## config.mk

```make
export PLATFORM = sky130hd
export DESIGN_NAME = pmma_div
export DESIGN_NICKNAME = d
export VERILOG_FILES = /design/src/rtl/assert_macros.svh /design/src/rtl/pmma_pkg.sv /design/src/rtl/pmma_div.sv
export SDC_FILE = /design/constraint.sdc
export NUM_CORES = 1
export LEC_CHECK = 0
export ABC_AREA = 1
export BUFFER_PORTS_ARGS = -buffer_cell sky130_fd_sc_hd__buf_2
export CORE_ASPECT_RATIO = 0.75
export CORE_UTILIZATION = 25
export CTS_BUF_LIST = sky130_fd_sc_hd__clkbuf_4 sky130_fd_sc_hd__clkbuf_8
export DETAILED_ROUTE_END_ITERATION = 10
export GPL_ROUTABILITY_DRIVEN = 0
export GPL_TIMING_DRIVEN = 1
export SYNTH_ARGS = -nofsm -noshare
export SYNTH_HDL_FRONTEND = slang
export SYNTH_SLANG_ARGS = --single-unit
```

## constraint.sdc

```tcl
create_clock -name clk -period 6.53 [get_ports clk]
set_clock_uncertainty 0.2 [all_clocks]
set_input_delay 0 -clock clk [delete_from_list [all_inputs] [get_ports clk]]
set_output_delay 0 -clock clk [all_outputs]
set_load 0.05 [all_outputs]
```

## src/rtl/assert_macros.svh

```systemverilog
// Assertion helpers shared by the RTL. Each use samples on the rising edge of clk
// and is switched off while rst_n is low.
`ifndef ASSERT_MACROS_SVH
`define ASSERT_MACROS_SVH

// The consequent must hold in the same cycle as the antecedent.
`define ASSERT_SAME(lbl, ante, cons) \
  lbl: assert property (@(posedge clk) disable iff (!rst_n) (ante) |-> (cons)) \
    else $error("assertion failed in the same cycle");

// The consequent must hold in the cycle after the antecedent.
`define ASSERT_NEXT(lbl, ante, cons) \
  lbl: assert property (@(posedge clk) disable iff (!rst_n) (ante) |=> (cons)) \
    else $error("assertion failed one cycle later");

`endif

```

## src/rtl/pmma_pkg.sv

```systemverilog
`default_nettype none
package pmma_pkg;

  // Fixed widths of the accumulated state and of the results.
  localparam int MASS_W    = 32;
  localparam int MOM_W     = 48;
  localparam int CENTRE_W  = 24;
  localparam int DIAG_W    = 63;
  localparam int CROSS_W   = 64;

  // Centroid division: Q.8 result, rounded, so the numerator is mag*512 + mass.
  localparam int FRAC_SHIFT = 9;
  localparam int NUM_W      = MOM_W + FRAC_SHIFT + 1;
  localparam int DIV_STEPS  = CENTRE_W;

  // Saturation bound shared by the second-moment sums.
  localparam logic [DIAG_W-1:0] CAP63 = {DIAG_W{1'b1}};

  // Configuration port.
  localparam int CFG_IDX_W  = 2;
  localparam int CFG_DATA_W = 16;
  localparam logic [CFG_IDX_W-1:0] REG_USE_WEIGHTS = 2'd0;
  localparam logic [CFG_IDX_W-1:0] REG_MIN_WEIGHT  = 2'd1;

  // Control from the sequencer to each centroid divider.
  typedef struct packed {
    logic load;
    logic step;
  } div_ctrl_t;

endpackage
`default_nettype wire

```

## src/rtl/pmma_div.sv

```systemverilog
`default_nettype none
// Restoring divider for one centroid axis: one quotient bit per cycle while ctrl.step
// is high, with a single up-front check for a quotient that cannot fit.
module pmma_div (
  input  wire logic                                   clk,
  input  wire pmma_pkg::div_ctrl_t                    ctrl,
  input  wire logic [pmma_pkg::MOM_W-1:0]             mag,
  input  wire logic                                   neg,
  input  wire logic [pmma_pkg::MASS_W-1:0]            mass,
  output logic signed [pmma_pkg::CENTRE_W-1:0]        centre
);

  localparam int NW = pmma_pkg::NUM_W;
  localparam int QW = pmma_pkg::CENTRE_W;

  logic [NW-1:0] rem_r, dsh_r;
  logic [NW-1:0] num_ld, div2;
  logic [QW-1:0] q_r, qmag;
  logic          ovf_r, neg_r, zero_r;

  // Numerator and doubled divisor for a new division.
  assign num_ld = NW'({mag, {pmma_pkg::FRAC_SHIFT{1'b0}}}) + NW'(mass);
  assign div2   = NW'({mass, 1'b0});

  // Load, then subtract the shifted divisor where it fits, once per step.
  always_ff @(posedge clk) begin
    if (ctrl.load) begin
      rem_r  <= num_ld;
      dsh_r  <= div2 << (QW - 1);
      ovf_r  <= num_ld >= (div2 << QW);
      q_r    <= '0;
      neg_r  <= neg;
      zero_r <= (mass == '0);
    end else if (ctrl.step) begin
      if (rem_r >= dsh_r) begin
        rem_r <= rem_r - dsh_r;
        q_r   <= {q_r[QW-2:0], 1'b1};
      end else begin
        q_r   <= {q_r[QW-2:0], 1'b0};
      end
      dsh_r <= dsh_r >> 1;
    end
  end

  // Clamp to the signed 24-bit range and apply the sign; a zero mass gives a zero centre.
  always_comb begin
    qmag = q_r;
    if (neg_r) begin
      if (ovf_r || (q_r > {1'b1, {(QW-1){1'b0}}})) begin
        qmag = {1'b1, {(QW-1){1'b0}}};
      end
      centre = -$signed(qmag);
    end else begin
      if (ovf_r || q_r[QW-1]) begin
        qmag = {1'b0, {(QW-1){1'b1}}};
      end
      centre = $signed(qmag);
    end
    if (zero_r) begin
      centre = '0;
    end
  end

endmodule
`default_nettype wire

```

-- Word-level counts from Yosys, hierarchy flattened
Cells that the tools add are included.
W data, S select, Z words.
- bits of input ports: 84
- output and inout bits: 24
- register bits: 141
- multiplexer cells: 11
- add/sub/neg operators: 3
- magnitude comparators: 3
- reduce and logical (&&, ||, !) cells: 6
- operator list (kind ; count):
    $mux W58 ; 3
    $mux W24 ; 5
    $mux W56 ; 2
    $add A57 B32 Y58 ; 1
    $ge A58 B56 Y1 ; 1
    $ge A58 B57 Y1 ; 1
    $sub A58 B56 Y58 ; 1
    $logic_not A32 Y1 ; 1
    $gt A24 B24 Y1 const B ; 1
    $neg A24 Y24 ; 1
    $reduce_bool A2 Y1 ; 2
    $logic_or A1 B1 Y1 ; 2
    $reduce_and A2 Y1 ; 1
    $mux W1 ; 1

-- Logic depth before layout (Yosys ltp)
- word-level depth: 7
- mapped depth: 30
- depth with buffers taken out: 30

-- Worst setup path after synthesis
Ideal clock, no wire load.
- kind: register to register
- start point: register rem_r[0]
- end point: register rem_r[0] (enable)
- library setup time: 417 ps
- slack: 2900 ps
- stages on the path, launching flop included: 15
- clock period less this slack: 3630 ps
- buffers on the path: 0
- arrival time: 3013 ps
- cell sequence: edfxtp_1 -> inv_1 -> ha_1 -> fa_1 -> nor3_1 -> nor2_1 -> inv_1 -> nand2_1 -> nand2_1 -> nand2_1 -> nand2_1 -> nand2_1 -> nand3_1 -> nand2_1 -> nand2_1
- word-level cells in the longest chain between the ends: 3
- RTL lines (what ; line ; RTL):
    start, declared ; pmma_div.sv:16 ; logic [NW-1:0] rem_r, dsh_r;
    start signal, assigned ; pmma_div.sv:28 ; rem_r <= num_ld;
    start signal, assigned ; pmma_div.sv:36 ; rem_r <= rem_r - dsh_r;
    $ge A58 B56 Y1 ; pmma_div.sv:35 ; if (rem_r >= dsh_r) begin
    $reduce_bool A2 Y1 (no line) ; -- ;
    $reduce_and A2 Y1 (no line) ; -- ;
No other way between the ends.
A chain may end at the register's enable or synchronous reset.

-- Worst setup path in the final report
- start point: input mass[23] in the netlist's numbering
- end point: register ovf_r (data pin)
- word-level cells in the longest chain between the ends: 2
- RTL lines (what ; line ; RTL):
    start, declared ; pmma_div.sv:9 ; input wire logic [pmma_pkg::MASS_W-1:0] mass,
    $add A57 B32 Y58 ; pmma_div.sv:22 ; assign num_ld = NW'({mag, {pmma_pkg::FRAC_SHIFT{1'b0}}}) + NW'(mass);
    $ge A58 B57 Y1 * ; pmma_div.sv:30 ; ovf_r <= num_ld >= (div2 << QW);
    end signal, assigned ; pmma_div.sv:30 ;
    end, declared ; pmma_div.sv:19 ; logic ovf_r, neg_r, zero_r;
Every way passes the cells marked *; elsewhere a longest branch is shown, timed or not.

==> flow_metrics.py <==
metrics = {
    "setup_path": {
        "crit_family": "simple AND/OR/NAND/NOR gates",
        "critPathBufInv": 3,
        "startpoint_type": "primary input",
        "cp_slowest_stage_delay_ns": 0.54,
        "slowest_stage": "dlygate4sd3_1",
        "cp_max_fo": 5,
        "worst_setup_path_end_kind": "flop",
        "cp_common_cell": "nand2_1",
        "critical_path_class": "in -> reg",
        "cp.required_ns": 6.60,
        "cp_data_arrival_time_ns": 4.25,
    },
    "yosys": {
        "synth_fp_nets": 2477,
        "async_flop_share": 0,
        "postSynthCellCount": 2279,
        "synth_edf_count": 93,
        "synth_area_um2": 14300,
        "synth.avg_cell_area_um2": 6.28,
        "ys.flop_type": "edfxtp_1",
        "synth-warning-count": 0,
        "yosysSeqAreaShare": 0.262,
        "synth-seq-cells": 141,
        "synth.distinct_cells": 53,
    },
    "clock_network": {
        "cts_buffer_depth": 2,
        "h-tree-depth": 4,
        "ctsResizeCount": 0,
        "clock-sinks": 141,
        "cts.reportedPaths.clkPinSlew_ns": 0.10,
        "post-cts-setup-buffers": 0,
        "cts_root_buf": "clkbuf_8",
        "cts_buffers": 17,
        "clkLatencyLatePin_ns": 0.50,
        "cts_tree": "yes",
    },
    "grt": {
        "antenna_found_initial": 0,
        "grt_use_total": 0.183,
        "overflow": 0,
        "grt_first_pass_wirelength_mm": 81.8,
        "grt_pass1_vias": 13800,
        "grt_max_degree": 103,
    },
    "sta": {
        "tightestPinTransition_ns": 0.982,
        "hold_violations": 0,
        "fin_crit_ns": 4.18,
        "fmax_mhz": 239,
        "fin_crit_sh": 0.640,
        "drv_slew": 0,
        "setup_viol": 0,
        "finalSetupTns_ns": 0,
        "rsz0062_at_grt": "false",
        "relSlewSlack": 0.346,
    },
    "power_and_ir_drop": {
        "total_leakage_power_nw": 7.68,
        "peakVddDrop_mv": 0.152,
        "p_total_mw": 4.47,
        "powerDensity_nw_per_um2": 266,
    },
    "layout": {
        "fillCellCount": 6219,
        "fin_cells": 3191,
        "stdcell_area_um2": 16800,
        "fin_nets": 2644,
        "drive_gt1_frac": 0.0732,
        "syn2layout_area_growth_pct": 17.3,
    },
    "detailed_routing": {
        "drtIter0Drc": 2265,
        "wire_per_inst_um": 17.0,
        "num_vias": 15700,
        "totalWireLength_mm": 54.4,
        "firstDrtPassIters": 6,
        "ant_nets": 0,
        "viasPerCell": 4.92,
        "drc_errors": 0,
    },
    "floorplan": {
        "top_level_ports": 108,
        "die_w_um": 278,
        "start_util": 0.255,
        "die_y_um": 209,
        "rows": 75,
        "dieArea_um2": 58200,
        "core-area_um2": 56200,
    },
    "place": {
        "dp.cells": 3076,
        "place_hpwl_mm": 43.7,
        "dpl_cell_area_um2": 15600,
        "io_buffers": 107,
    },
    "run": {
        "drv_cap": 0,
    },
    "min_path": {
        "hold_path.class": "in -> reg",
    },
    "status": {
        "outcome": "complete, no violations",
    },
}
-- state kept, by name, indices dropped and copies added, names as in the netlist --
register	flops
dsh_r	56
neg_r	1
ovf_r	1
q_r	24
rem_r	58
zero_r	1
-- area by class of cell --
cell class,count,area (um^2),share of cell area
repair buffers,195,1400,0.0836
inverters,368,1380,0.0824
clock buffers,21,264,0.0157
multi-input cells,1723,8980,0.535
diodes,1,2.50,0.000149
flip-flops and latches,141,3750,0.224
well taps,731,915,0.0545
clock inverters,11,86.3,0.00514
-- path summary, 6_finish.rpt --
kind	from	to	slack, ns	depth (start not counted)
worst max-delay path	mass[23]	ovf_r$_DFFE_PP_	2.35	26
worst min-delay path	neg	neg_r$_DFFE_PP_	0.03	2
worst max register to register	dsh_r[34]$_DFFE_PP_	rem_r[26]$_DFFE_PP_	2.48	13
worst min register to register	dsh_r[22]$_SDFFE_PP0P_	dsh_r[21]$_SDFFE_PP0P_	0.28	2
-- cells in the mapped netlist (all sizes together) (6+ instances only) --
cell type	instances	area [um^2]
o22ai	7	43.8
xor2	23	201
nand2	539	2040
nor2	264	1000
o31ai	9	81.3
nand3	157	796
nor4	16	100
a21oi	210	1070
clkbuf	35	131
ha	112	1400
dfxtp	48	961
and2	10	62.6
nand3b	14	105
or2	14	87.6
o21a	6	45.0
buf	12	65.1
o21bai	12	90.1
nand4	19	119
edfxtp	93	2790
nor3	37	185
inv	367	1380
o21ai	225	1140
a21o	14	105
xnor2	9	78.8
-- logic make-up after synthesis --
logic type | count (synthesis) | synth area share
AND/OR/NAND/NOR | 1074 | 0.316
AO/OA/AOI/OAI | 503 | 0.191
buffers and inverters | 415 | 0.110
flip-flops | 141 | 0.262
adder cells (fa/ha/maj) | 114 | 0.101
XOR/XNOR | 32 | 0.0196
-- per-layer routing --
metal / share of wire / track usage / wire length (um) / vias to the layer above
met5: 0 / 0 / 0 / -
met2: 0.38 / 0.247 / 20700 / 763
li1: - / - / - / 7854
met1: 0.48 / 0.276 / 26000 / 7044
met4: 0.015 / 0.0320 / 837 / 0
met3: 0.12 / 0.0642 / 6780 / 52
-- placed cells by master, fill, tap and decap left out, types with 4 or more instances in the layout --
| cell | count |
|---|---|
| clkbuf_4 | 4 |
| o21bai_1 | 12 |
| inv_1 | 363 |
| or2_2 | 12 |
| nand2_1 | 534 |
| nand3b_1 | 14 |
| dfxtp_1 | 48 |
| xor2_1 | 23 |
| o21ai_2 | 4 |
| o21ai_0 | 208 |
| a31oi_1 | 4 |
| ha_1 | 112 |
| buf_2 | 106 |
| clkbuf_8 | 17 |
| nor4_1 | 16 |
| a21o_1 | 14 |
| buf_4 | 7 |
| edfxtp_1 | 93 |
| o31ai_1 | 8 |
| nor3_1 | 37 |
| and2_1 | 9 |
| o21ai_1 | 13 |
| nand3_1 | 155 |
| o21a_1 | 6 |
| o41ai_1 | 4 |
| nor2_1 | 262 |
| xnor2_1 | 9 |
| nand4_1 | 19 |
| o22ai_1 | 7 |
| a21oi_1 | 207 |
| dlygate4sd3_1 | 82 |
| nand2_2 | 4 |
-- stage by stage --
step	setup WS [ns]	hold slack, ns	utilization
final	2.35	0.0326	0.299
after global routing	2.04	0.00203	0.299
after CTS	2.63	0.000992	0.299
after detailed placement	2.63	-0.0175	0.278
after global placement	2.64	-0.0185	0.278
after floorplan	2.90	-0.101	-
-- timing repair --
item	4_1_cts	5_1_grt
endpoints found under the hold margin	84	0
setup endpoints to repair	0	0
hold buffers	82	0
-- report_power, final --
group | total (mW) | internal [mW] | switching, mW
Combinational | 2.54 | 0.791 | 1.75
Sequential | 1.23 | 1.15 | 0.0773
Clock | 0.694 | 0.285 | 0.409
(Power assumes the default switching activity.)
